## config.mk

```make
export PLATFORM = sky130hd
export DESIGN_NAME = stable_priority_queue
export DESIGN_NICKNAME = d
export VERILOG_FILES = /design/src/rtl/spq_pkg.sv /design/src/rtl/spq_cell.sv /design/src/rtl/stable_priority_queue.sv
export SDC_FILE = /design/constraint.sdc
export NUM_CORES = 1
export LEC_CHECK = 0
export BUFFER_PORTS_ARGS = -buffer_cell sky130_fd_sc_hd__buf_2
export CAP_MARGIN = 10
export CORE_UTILIZATION = 40
export DETAILED_ROUTE_END_ITERATION = 8
export GPL_TIMING_DRIVEN = 0
export SLEW_MARGIN = 20
export SYNTH_ARGS = -nofsm -noshare
export SYNTH_HDL_FRONTEND = slang
export SYNTH_SLANG_ARGS = --single-unit
```

## constraint.sdc

```tcl
create_clock -name clk -period 5.6 [get_ports clk]
set_input_delay 0.56 -clock clk [delete_from_list [all_inputs] [get_ports clk]]
set_output_delay 0.56 -clock clk [all_outputs]
set_load 0.02 [all_outputs]
```

## src/rtl/spq_pkg.sv

```systemverilog
package spq_pkg;

    localparam int DEPTH_DEFAULT   = 16;
    localparam int ID_BITS_DEFAULT = 16;

    localparam int PORT_ID_W = 16;
    localparam int PRIO_W    = 3;
    localparam int STATUS_W  = 2;

    typedef logic [PRIO_W-1:0] prio_t;

    typedef enum logic [STATUS_W-1:0] {
        STATUS_ENQ   = 2'd0,
        STATUS_DEQ   = 2'd1,
        STATUS_EMPTY = 2'd2,
        STATUS_FULL  = 2'd3
    } status_t;

    typedef enum logic {
        KIND_ENQ = 1'b0,
        KIND_DEQ = 1'b1
    } kind_t;

    // Operation broadcast to every cell of the chain in the same cycle
    typedef struct packed {
        logic insert;
        logic remove;
    } spq_op_t;

endpackage

```

## src/rtl/spq_cell.sv

```systemverilog
module spq_cell #(
    parameter int ID_BITS = spq_pkg::ID_BITS_DEFAULT
) (
    input  logic                 clk,
    input  spq_pkg::spq_op_t     op,
    input  logic                 valid,
    input  logic [ID_BITS-1:0]   new_id,
    input  spq_pkg::prio_t       new_prio,
    input  logic                 left_keep,
    input  logic [ID_BITS-1:0]   left_id,
    input  spq_pkg::prio_t       left_prio,
    input  logic [ID_BITS-1:0]   right_id,
    input  spq_pkg::prio_t       right_prio,
    output logic                 keep,
    output logic [ID_BITS-1:0]   id,
    output spq_pkg::prio_t       prio
);
    import spq_pkg::*;

    logic [ID_BITS-1:0] id_reg;
    logic [ID_BITS-1:0] id_next;
    prio_t              prio_reg;
    prio_t              prio_next;

    // An entry stays put when it is at least as urgent as the new one
    assign keep = valid && (prio_reg >= new_prio);

    always_comb
    begin
        id_next   = id_reg;
        prio_next = prio_reg;
        if (op.insert && !keep)
        begin
            if (left_keep)
            begin
                id_next   = new_id;
                prio_next = new_prio;
            end
            else
            begin
                id_next   = left_id;
                prio_next = left_prio;
            end
        end
        else if (op.remove)
        begin
            id_next   = right_id;
            prio_next = right_prio;
        end
    end

    always_ff @(posedge clk)
    begin
        id_reg   <= id_next;
        prio_reg <= prio_next;
    end

    assign id   = id_reg;
    assign prio = prio_reg;

endmodule

```

## src/rtl/stable_priority_queue.sv

```systemverilog
// Sorted ready queue of DEPTH entries, highest priority first, equal priorities
// in arrival order. Issue a command by raising start with kind, item_id and
// item_priority; busy is always low, so a command is taken in every cycle and
// back-to-back commands run at one per clock. Exactly one result follows each
// command in the next cycle, as a single-cycle pulse on done with status,
// head_id and head_priority. The receiver cannot stall: sample the result in
// the cycle done is high, it is not held. The entries live in a chain of
// cells; every cell compares the incoming priority in the same cycle and
// either holds, loads the new entry, or shifts from its neighbor, which is
// what sets the one-cycle rate. An enqueue on a full queue is dropped with
// status full; a dequeue on an empty queue reports empty. head_id and
// head_priority are zero unless status is dequeued.
module stable_priority_queue #(
    parameter int DEPTH   = spq_pkg::DEPTH_DEFAULT,
    parameter int ID_BITS = spq_pkg::ID_BITS_DEFAULT
) (
    input  logic                            clk,
    input  logic                            rst_n,
    input  logic                            start,
    output logic                            busy,
    input  logic                            kind,
    input  logic [spq_pkg::PORT_ID_W-1:0]   item_id,
    input  logic [spq_pkg::PRIO_W-1:0]      item_priority,
    output logic                            done,
    output logic [spq_pkg::STATUS_W-1:0]    status,
    output logic [spq_pkg::PORT_ID_W-1:0]   head_id,
    output logic [spq_pkg::PRIO_W-1:0]      head_priority
);
    import spq_pkg::*;

    localparam int CNT_W = $clog2(DEPTH + 1);

    logic [CNT_W-1:0]   count_reg;
    logic [CNT_W-1:0]   count_next;
    logic               done_reg;
    status_t            status_reg;
    status_t            status_next;
    logic [ID_BITS-1:0] hid_reg;
    logic [ID_BITS-1:0] hid_next;
    prio_t              hprio_reg;
    prio_t              hprio_next;

    logic               take;
    logic               full;
    logic               empty;
    spq_op_t            op;
    logic [ID_BITS-1:0] new_id;

    logic               cell_keep [DEPTH];
    logic [ID_BITS-1:0] cell_id   [DEPTH];
    prio_t              cell_prio [DEPTH];

    // Commands never wait
    assign busy  = 1'b0;
    assign take  = start && !busy;
    assign full  = (count_reg == CNT_W'(DEPTH));
    assign empty = (count_reg == '0);

    assign op.insert = take && (kind == KIND_ENQ) && !full;
    assign op.remove = take && (kind == KIND_DEQ) && !empty;

    // Keep the id modulo 2^ID_BITS
    generate
        if (ID_BITS >= PORT_ID_W)
        begin : g_id_wide
            assign new_id  = {{(ID_BITS - PORT_ID_W){1'b0}}, item_id};
            assign head_id = hid_reg[PORT_ID_W-1:0];
        end
        else
        begin : g_id_narrow
            assign new_id  = item_id[ID_BITS-1:0];
            assign head_id = {{(PORT_ID_W - ID_BITS){1'b0}}, hid_reg};
        end
    endgenerate

    // Chain of cells: cell 0 is the head
    generate
        for (genvar i = 0; i < DEPTH; i++)
        begin : g_cell
            logic               left_keep;
            logic [ID_BITS-1:0] left_id;
            prio_t              left_prio;
            logic [ID_BITS-1:0] right_id;
            prio_t              right_prio;

            if (i == 0)
            begin : g_head
                // Nothing ahead of the head: a non-keeping head takes the new entry
                assign left_keep = 1'b1;
                assign left_id   = new_id;
                assign left_prio = item_priority;
            end
            else
            begin : g_body
                assign left_keep = cell_keep[i-1];
                assign left_id   = cell_id[i-1];
                assign left_prio = cell_prio[i-1];
            end

            if (i == DEPTH - 1)
            begin : g_tail
                // The tail slot goes out of range on a dequeue; contents don't matter
                assign right_id   = cell_id[i];
                assign right_prio = cell_prio[i];
            end
            else
            begin : g_mid
                assign right_id   = cell_id[i+1];
                assign right_prio = cell_prio[i+1];
            end

            spq_cell #(
                .ID_BITS (ID_BITS)
            ) u_cell (
                .clk        (clk),
                .op         (op),
                .valid      (CNT_W'(i) < count_reg),
                .new_id     (new_id),
                .new_prio   (item_priority),
                .left_keep  (left_keep),
                .left_id    (left_id),
                .left_prio  (left_prio),
                .right_id   (right_id),
                .right_prio (right_prio),
                .keep       (cell_keep[i]),
                .id         (cell_id[i]),
                .prio       (cell_prio[i])
            );
        end
    endgenerate

    // Occupancy and result register
    always_comb
    begin
        count_next  = count_reg;
        status_next = status_reg;
        hid_next    = '0;
        hprio_next  = '0;
        if (op.insert)
        begin
            count_next = count_reg + CNT_W'(1);
        end
        else if (op.remove)
        begin
            count_next = count_reg - CNT_W'(1);
        end
        if (take)
        begin
            case (kind)
                KIND_ENQ:
                begin
                    status_next = full ? STATUS_FULL : STATUS_ENQ;
                end
                KIND_DEQ:
                begin
                    status_next = empty ? STATUS_EMPTY : STATUS_DEQ;
                    if (!empty)
                    begin
                        hid_next   = cell_id[0];
                        hprio_next = cell_prio[0];
                    end
                end
                default:
                begin
                    status_next = STATUS_ENQ;
                end
            endcase
        end
    end

    always_ff @(posedge clk or negedge rst_n)
    begin
        if (!rst_n)
        begin
            count_reg <= '0;
            done_reg  <= 1'b0;
        end
        else
        begin
            count_reg <= count_next;
            done_reg  <= take;
        end
    end

    always_ff @(posedge clk)
    begin
        status_reg <= status_next;
        hid_reg    <= hid_next;
        hprio_reg  <= hprio_next;
    end

    assign done          = done_reg;
    assign status        = status_reg;
    assign head_priority = hprio_reg;

    // Occupancy never runs past the chain length
    a_count_bound: assert property (@(posedge clk) disable iff (!rst_n)
        count_reg <= CNT_W'(DEPTH))
        else $error("occupancy above depth");

    // Every taken command yields exactly one result on the next cycle
    a_one_result: assert property (@(posedge clk) disable iff (!rst_n)
        take |=> done)
        else $error("missing result transfer");

    a_no_spurious: assert property (@(posedge clk) disable iff (!rst_n)
        !take |=> !done)
        else $error("result without command");

    // A successful enqueue grows the queue by one and reports enqueued
    a_enq_grow: assert property (@(posedge clk) disable iff (!rst_n)
        op.insert |=> (count_reg == $past(count_reg) + CNT_W'(1))
                      && (status_reg == STATUS_ENQ))
        else $error("enqueue bookkeeping mismatch");

    // Head stays at least as urgent as the entry behind it
    a_head_order: assert property (@(posedge clk) disable iff (!rst_n)
        (count_reg >= CNT_W'(2)) |-> (cell_prio[0] >= cell_prio[1]))
        else $error("head out of priority order");

endmodule

```

Word-level counts from Yosys, hierarchy flattened. Cells that the tools add are included.

Register bits: 331. Word-level logic and storage cells: 241. Output and inout port bits: 23. Input port bits: 23.

Add/sub/neg operators: 2. Reduce and logical (&&, ||, !) cells: 72. Magnitude comparators: 32. Eq/ne operators: 1. Multiplexer cells: 95. Bitwise logic cells: 2.

Operator list (count): 2-to-1 mux 16 bit (45); 2-to-1 mux 3 bit (45); >= comparator 3 bit (16); less-than comparator 4 x 5 -> 1 bit (first input constant) (8); logical AND 1 bit (36); nonzero test 2 bit (16); less-than comparator 3 x 5 -> 1 bit (first input constant) (4); zero test 1 bit (18); less-than comparator 1 x 5 -> 1 bit (first input constant) (2); less-than comparator 2 x 5 -> 1 bit (first input constant) (2); 2-to-1 mux 5 bit (2); adder 5 x 1 -> 5 bit (second input constant) (1); == test 5 bit (second input constant) (1); zero test 5 bit (1); subtractor 5 x 1 -> 5 bit (second input constant) (1); 2-to-1 mux 2 bit (2); one-hot mux 2 bit (2 select lines) (1); OR reduction 3 bit (1); NOT 1 bit (2).

Depth between registers and ports, before layout. Gate-level depths: netlist of the first run.

Depth after elaboration: 5. Mapped depth: 10.

Cells and area by module. From an unflattened synthesis of the first run, not the netlist that was laid out.

Cell total of the unflattened synthesis: 1310. Area total of the unflattened synthesis: 20606.0 um^2.

Modules (own cells, without submodules): spq_cell at g_cell[0].u_cell ... (times used 15, cells an instance 75, area each 1219.9 um^2); spq_cell at g_cell[9].u_cell (times used 1, cells an instance 76, area each 1187.4 um^2); stable_priority_queue (times used 1, cells an instance 109, area each 1119.8 um^2).

Least setup slack after synthesis of the first run. OpenSTA, ideal clock, no wires.

Path kind: input to register. Start: input port item_priority[2] (netlist name). End: register g_cell[7].u_cell.id_reg[0] (enable). Data arrival time: 2.941 ns. Slack: 2.284 ns. Stages: 9. Setup time: 0.376 ns. Cells stage by stage: clkbuf_1 -> clkbuf_1 -> inv_1 -> ha_1 -> a211oi_1 -> o21ai_1 -> clkbuf_1 -> buf_2 -> nand2_1.

Word-level cells in the longest chain between the ends: 5.

RTL lines: from (decl) (line stable_priority_queue.sv:23) `input logic [spq_pkg::PRIO_W-1:0] item_priority,`; >= comparator 3 bit (line spq_cell.sv:26) `assign keep = valid && (prio_reg >= new_prio);`; logical AND 1 bit (line spq_cell.sv:26); zero test 1 bit (line spq_cell.sv:32) `if (op.insert && !keep)`; logical AND 1 bit (line spq_cell.sv:32); nonzero test 2 bit (no source line); to (signal assigned) (line spq_cell.sv:54) `id_reg <= id_next;`; to (decl) (line spq_cell.sv:20) `logic [ID_BITS-1:0] id_reg;`.

Every way passes these cells. A chain may end at the register's enable or synchronous reset.

Worst setup path after layout of the first run.
Start: input port item_priority[2] (netlist name). End: register g_cell[7].u_cell.id_reg[9] (enable).

Same word-level chain as after synthesis.

==> summary.md, run 1 <==
| Metric | Value |
|---|---|
| Run status | `completed` |
| Placed Instances | `2143` |
| Post-CTS setup repair buffer count | `0` |
| Width of the die | `about 210 um` |
| Min Clock Period, post-route | `4.15 ns` |
| Cell Area, Synth | `17500 sq um` |
| Sequential cell area in the final layout | `9720 sq um` |
| First-pass detailed-route iteration total | `4` |
| CP arrival | `approximately 4.3 ns` |
| Period utilisation layout | `0.742` |
| Worst hold path class | `in -> reg` |
| Number of vias after detailed routing | `11300` |
| Sequential fraction of the synthesis area | `0.557` |
| Fraction of final layout cells sized beyond drive strength 1 | `0.143` |
| Slew HR | `0.336` |
| Kind of start point of the critical path | `input port` |
| Unrepaired setup endpoints after global routing | `false` |
| Yosys warnings | `0` |
| Maximum clock skew at final layout | `between 0.01 and 0.015 ns` |
| Row Count | `76` |
| Starting utilization of the core area | `0.405` |
| Transition at the pin with the smallest max-transition slack | `0.996 ns` |
| Buffers from clock root to sink, at most | `3` |
| Start-to-end type of the worst setup path | `in -> reg` |
| Power per cell area | `494 nW/um^2` |
| Clock Sink Count | `about 330` |
| GPL Wtd Cong | `~0.82` |
| Multi-input logic area | `between 7000 and 8000 sq um` |
| EDFF count, synth | `306` |
| Avg Vias per Cell | `between 5 and 6` |
| Post-Synthesis Net Count | `1589` |
| Max reg flops | `256` |
| Die ar. | `approximately 44000 sq um` |
| Element type at the critical path end | `flop` |
| Pin count of the biggest net entering global routing | `24` |
| FF+latch count, synth | `approximately 330` |
| Count of buffers inserted at the top-level ports | `43` |
| Filler-free cell count of the finished design | `between 2000 and 2500` |
| Largest driver fanout on the critical path | `19` |
| Maximum frequency from static timing analysis | `0.241 GHz` |
| Ports placed on the boundary | `46` |
| Count of final setup violators | `0` |
| Ys async rst share | `0.0181` |
| Required time reported for the critical path endpoint | `5.76 ns` |
| Deepest level of the CTS H-tree | `2` |
| Most common library cell in the layout ignoring fill and taps | `sky130_fd_sc_hd__edfxtp_1` |
| Die H | `roughly 210 um` |
| Antenna-violating nets left | `0` |
| Via count of the first global-routing pass | `approximately 11000` |
| Number of remaining DRC errors | `0` |
| Total number of nets in the final design | `1674` |
| Post-Synthesis Cells | `around 1500` |
| CTS Buf Count | `38` |
| Clock Tree Root | `sky130_fd_sc_hd__clkbuf_16` |
| Std-Cell Core Area | `about 43000 sq um` |
| Detailed placement HPWL | `31800 um` |
| Hold Fails Final Rpt | `0` |
| Leakage power | `0.00821 uW` |
| Total wire length | `40300 um` |
| Main flop type after synthesis | `sky130_fd_sc_hd__edfxtp_1` |
| Commonest cells after routing, fill and taps aside | `306 x sky130_fd_sc_hd__edfxtp_1, 265 x sky130_fd_sc_hd__mux2i_1, 227 x sky130_fd_sc_hd__a21oi_1` |
| Setup slack after placement | `roughly 0.96 ns` |
| Total global routing track utilization | `0.184` |
| Max-cap violation count | `0` |
| Peak supply drop | `194 uV` |
| Clock transition at the register clock pins on the worst setup and hold paths after CTS | `0.06 ns` |
| Final count of pins violating max slew | `0` |
| Clock insertion delay at the later pin of the skew report | `between 0.5 and 0.6 ns` |
| Area growth from synthesis to layout | `12.6%` |
| Final routed wire length divided by cell count | `between 15 and 20 um` |
| Gr ovfl total | `0` |
| Starting DRC count in detailed routing | `610` |
| Initial antenna violation count | `1` |
| Worst setup margin | `about 1.4 ns` |
| Average size of a mapped cell | `11.5 sq um` |
| Unique cell type count in the Yosys netlist | `50` |
| Number of filler instances in the final layout | `4017` |
| TritonCTS clock tree | `done` |
| Global-route wire length before repair | `63200 um` |
| Final setup TNS | `0 ns` |
-- worst max-delay path, cell delays in order --
cell	delay (ns)
sky130_fd_sc_hd__clkbuf_1	0.46
sky130_fd_sc_hd__clkbuf_1	0.55
sky130_fd_sc_hd__inv_1	0.51
sky130_fd_sc_hd__ha_1	0.39
sky130_fd_sc_hd__a211oi_1	0.47
sky130_fd_sc_hd__o21ai_1	0.19
sky130_fd_sc_hd__clkbuf_1	0.29
sky130_fd_sc_hd__buf_2	0.26
sky130_fd_sc_hd__nand2_1	0.62
-- cells by family after synthesis --
group	count (synthesis)	synth area share
simple gates	362	0.0887
flops	331	0.557
buf+inv	128	0.0363
mux	303	0.176
other cells	1	0.000215
fa+ha+maj	52	0.0373
compound gates	332	0.102
xor+xnor	5	0.00251
-- metal layers --
| metal | vias up | global-route usage | part of all wire |
|---|---|---|---|
| met2 | 240 | 0.314 | 0.48 |
| met5 | - | 0 | 0 |
| met1 | 5307 | 0.243 | 0.45 |
| li1 | 5675 | - | - |
| met3 | 58 | 0.0253 | 0.048 |
| met4 | 0 | 0.0502 | 0.020 |
-- what timing repair did --
action / 4_1_cts / 5_1_grt
endpoints found under the setup margin: 0 / 0
gates resized for setup: 0 / 0
hold endpoints to repair: 6 / 0
hold buffers: 1 / 0
-- synthesized netlist by cell type, types with 2 or more instances --
cell type,number,area (sq um)
sky130_fd_sc_hd__clkbuf_4,3,22.5
sky130_fd_sc_hd__inv_1,21,78.8
sky130_fd_sc_hd__clkbuf_1,36,135
sky130_fd_sc_hd__o21ai_1,6,30.0
sky130_fd_sc_hd__nand3_1,2,10.0
sky130_fd_sc_hd__a21oi_2,7,61.3
sky130_fd_sc_hd__nor3_1,2,10.0
sky130_fd_sc_hd__xnor2_1,4,35.0
sky130_fd_sc_hd__nor2b_1,9,56.3
sky130_fd_sc_hd__nand2_2,9,56.3
sky130_fd_sc_hd__and2_1,20,125
sky130_fd_sc_hd__a21o_1,3,22.5
sky130_fd_sc_hd__nor2_1,217,815
sky130_fd_sc_hd__dfrtp_1,6,150
sky130_fd_sc_hd__dfxtp_1,19,380
sky130_fd_sc_hd__a21oi_1,228,1140
sky130_fd_sc_hd__mux2_2,36,405
sky130_fd_sc_hd__nor2_4,2,22.5
sky130_fd_sc_hd__mux2i_1,265,2650
sky130_fd_sc_hd__a211oi_1,7,52.6
sky130_fd_sc_hd__nand2_1,74,278
sky130_fd_sc_hd__buf_4,20,150
sky130_fd_sc_hd__o21ai_0,66,330
sky130_fd_sc_hd__a31oi_1,2,12.5
sky130_fd_sc_hd__ha_1,52,651
sky130_fd_sc_hd__mux2_1,2,22.5
sky130_fd_sc_hd__edfxtp_1,306,9190
sky130_fd_sc_hd__o22ai_1,2,12.5
sky130_fd_sc_hd__buf_2,47,235
sky130_fd_sc_hd__nand2b_1,20,125
sky130_fd_sc_hd__o21bai_1,2,15.0
-- power breakdown --
group,internal [uW],switching [uW],leakage [uW]
clock network,1440,1010,0.000612
logic,1380,1920,0.00446
registers,3630,344,0.00314
total,6450,3270,0.00821
-- area by class of cell --
type / instances / area share
Buffer: 107 / 0.0282
Antenna cell: 1 / 0.000127
Tap cell: 585 / 0.0372
Inverter: 21 / 0.00401
Sequential cell: 331 / 0.495
Clock inverter: 20 / 0.00732
Clock buffer: 48 / 0.0546
Timing Repair Buffer: 45 / 0.0122
Multi-Input combinational cell: 1055 / 0.362
-- stage by stage --
stage                     power (uW)  area [sq um]   util  hold slack, ns
after global placement          7210         18400  0.427           0.414
final                           9720         19700  0.456           0.270
after CTS                       9780         19600  0.456           0.236
after global routing           10300         19700  0.456           0.251
after detailed placement        7310         18400  0.428           0.420
after floorplan                 6510         17500      -           0.264
-- final timing paths --
kind	start	endpoint	slack, ns	cells after the start
min reg2reg	g_cell[0].u_cell.id[15]	head_id[15]	0.48	1
min in group asynchronous	rst_n	count_reg[3]	0.39	2
max reg2reg	count_reg[1]	g_cell[1].u_cell.id[13]	2.13	7
max	item_priority[2]	g_cell[7].u_cell.id[9]	1.45	9
max in group asynchronous	rst_n	done	5.04	2
min	start	done	0.27	1
Note: power is estimated with default switching activity, not from simulation.
==> run 2: changes to the inputs <==
Clock period 5.6 ns to 3.7 ns, I/O delays scaled along.
==> run 2 against run 1 <==
- clock power is 51% higher
- via count hardly changed
- power is 51% higher
- non-clock buffer count is 2 higher
- sequential cell count stayed put
- first-iteration DRC count is 1.1% higher
- sequential power is 51% higher
==> summary.md, run 2 (synthesized netlist as in run 1, its figures left out) <==
| Metric | Value |
|---|---|
| Via count of the first global-routing pass | `11300` |
| Deepest level of the CTS H-tree | `2` |
| Maximum frequency from static timing analysis | `0.284 GHz` |
| Required time reported for the critical path endpoint | `3.79 ns` |
| Global-route wire length before repair | `between 60000 and 70000 um` |
| Element type at the critical path end | `flop` |
| Gr ovfl total | `0` |
| Die H | `211 um` |
| Clock Tree Root | `sky130_fd_sc_hd__clkbuf_16` |
| Slew HR | `0.363` |
| Start-to-end type of the worst setup path | `reg -> reg` |
| Worst hold path class | `in -> reg` |
| Placed Instances | `2143` |
| CP dominant cell by count | `sky130_fd_sc_hd__buf_2` |
| Die ar. | `44500 sq um` |
| First-pass detailed-route iteration total | `5` |
| Setup slack after placement | `-0.754 ns` |
| Clock Sink Count | `331` |
| Max reg flops | `approximately 260` |
| Worst setup margin | `0.175 ns` |
| Std-Cell Core Area | `about 43000 sq um` |
| Hold Fails Final Rpt | `0` |
| Core Util, Final | `0.457` |
| Starting DRC count in detailed routing | `about 600` |
| Transition at the pin with the smallest max-transition slack | `roughly 0.96 ns` |
| Total wire length | `~40000 um` |
| Final count of pins violating max slew | `0` |
| Avg Vias per Cell | `approximately 5` |
| Pin count of the biggest net entering global routing | `24` |
| Period utilisation layout | `0.953` |
| Total number of nets in the final design | `approximately 1700` |
| Hold Slack | `just under 0.08 ns` |
| TritonCTS clock tree | `done` |
| Unrepaired setup endpoints after global routing | `true` |
| Row Count | `76` |
| Peak supply drop | `just under 300 uV` |
| GPL Wtd Cong | `0.818` |
| Maximum clock skew at final layout | `0.0126 ns` |
| Number of remaining DRC errors | `0` |
| Final setup TNS | `0 ns` |
| Clock transition at the register clock pins on the worst setup and hold paths after CTS | `0.06 ns` |
| Ports placed on the boundary | `46` |
| Final routed wire length divided by cell count | `18.2 um` |
| Most common library cell in the layout ignoring fill and taps | `sky130_fd_sc_hd__edfxtp_1` |
| Total global routing track utilization | `0.184` |
| Cell with the largest stage delay on the worst path | `sky130_fd_sc_hd__nand2b_1` |
| Leakage power | `around 0.0082 uW` |
| Commonest cells after routing, fill and taps aside | `306 x sky130_fd_sc_hd__edfxtp_1, 265 x sky130_fd_sc_hd__mux2i_1, 227 x sky130_fd_sc_hd__a21oi_1` |
| Fraction of final layout cells sized beyond drive strength 1 | `0.150` |
| Kind of start point of the critical path | `flop` |
| Reg2Reg Setup Slack | `roughly 0.18 ns` |
| Run status | `completed` |
| Clock insertion delay at the later pin of the skew report | `0.55 ns` |
| Width of the die | `~210 um` |
| Starting utilization of the core area | `0.405` |
| Number of vias after detailed routing | `11300` |
| Min Clock Period, post-route | `3.52 ns` |
| Worst path cell trace | `buf_2 -> inv_1 -> ha_1 -> or3b_1 -> o211ai_2 -> buf_2 -> nand2b_1` |
| Filler-free cell count of the finished design | `between 2000 and 2500` |
| Buffers from clock root to sink, at most | `3` |
| Count of buffers inserted at the top-level ports | `43` |
| Area growth from synthesis to layout | `12.8%` |
| Initial antenna violation count | `1` |
| Max-cap violation count | `0` |
| CTS Buf Count | `38` |
| Detailed placement HPWL | `around 32000 um` |
| Largest driver fanout on the critical path | `19` |
| Antenna-violating nets left | `0` |
| Count of final setup violators | `0` |
| CP arrival | `3.61 ns` |
| Power per cell area | `747 nW/um^2` |
| Stage delay of the slowest cell on the critical path | `0.61 ns` |
-- run 2: cell count changes in the layout (fill, tap and decap cells not counted) --
| cell | previous run | this run |
|---|---|---|
| sky130_fd_sc_hd__nand2b_2 | 0 | 6 |
| sky130_fd_sc_hd__nand2_1 | 74 | 71 |
| sky130_fd_sc_hd__buf_4 | 20 | 22 |
| sky130_fd_sc_hd__nand2b_1 | 20 | 14 |
| sky130_fd_sc_hd__clkinvlp_4 | 0 | 1 |
| sky130_fd_sc_hd__nand2_2 | 9 | 12 |
| sky130_fd_sc_hd__inv_1 | 21 | 20 |
-- run 2: critical path: cells and delay by family, from the launching register on --
family | cells | cell delay (ns)
buffers and inverters | 3 | 0.82
DFF | 1 | 0.38
and+or+nand+nor | 2 | 1.11
AOI/OAI and AO/OA | 1 | 0.49
adders and majority gates | 1 | 0.26
-- run 2: cell type report --
| class | count | area (sq um) |
|---|---|---|
| diodes | 1 | 2.50 |
| plain buffers | 107 | 554 |
| clock buffers | 48 | 1070 |
| clock inverters | 20 | 144 |
| fillers | 4010 | 23400 |
| inverters | 21 | 82.6 |
| multi-input cells | 1055 | 7130 |
| flip-flops and latches | 331 | 9720 |
| well taps | 585 | 732 |
| repair buffers | 47 | 255 |
-- run 2: through the flow --
step                      total power [uW]  area (sq um)
final                                14700         19700
after global routing                 15600         19700
after CTS                            14800         19700
after detailed placement             11100         18400
after global placement               10900         18400
after floorplan                       9850         17500
-- run 2: routing by layer --
| metal | global-route usage | vias to the layer above | wire (um) |
|---|---|---|---|
| li1 | - | 5677 | - |
| met1 | 0.243 | 5312 | 18200 |
| met2 | 0.314 | 240 | 19500 |
| met3 | 0.0253 | 56 | 1860 |
| met4 | 0.0502 | 0 | 806 |
| met5 | 0 | - | 0 |
-- run 2: worst paths after layout --
path                                         start                       end  depth (start not counted)
min in group asynchronous                    rst_n              count_reg[4]                          2
max in group asynchronous                    rst_n                      done                          2
min reg2reg                g_cell[0].u_cell.id[15]               head_id[15]                          1
max                                   count_reg[1]  g_cell[12].u_cell.id[13]                          7
max reg2reg                           count_reg[1]  g_cell[12].u_cell.id[13]                          7
min                                          start                      done                          1
-- run 2: power by group --
part / internal (uW) / switching [uW]
clock: 2180 / 1520
combinational: 2100 / 2900
sequential: 5480 / 522
-- run 2: timing repair --
item / in CTS / in global routing
gates resized for setup: 2 / 8
endpoints found under the setup margin: 38 / 285
buffers inserted: 0 / 2
hold buffers: 1 / 0
endpoints found under the hold margin: 6 / 0
pin swaps: 0 / 0
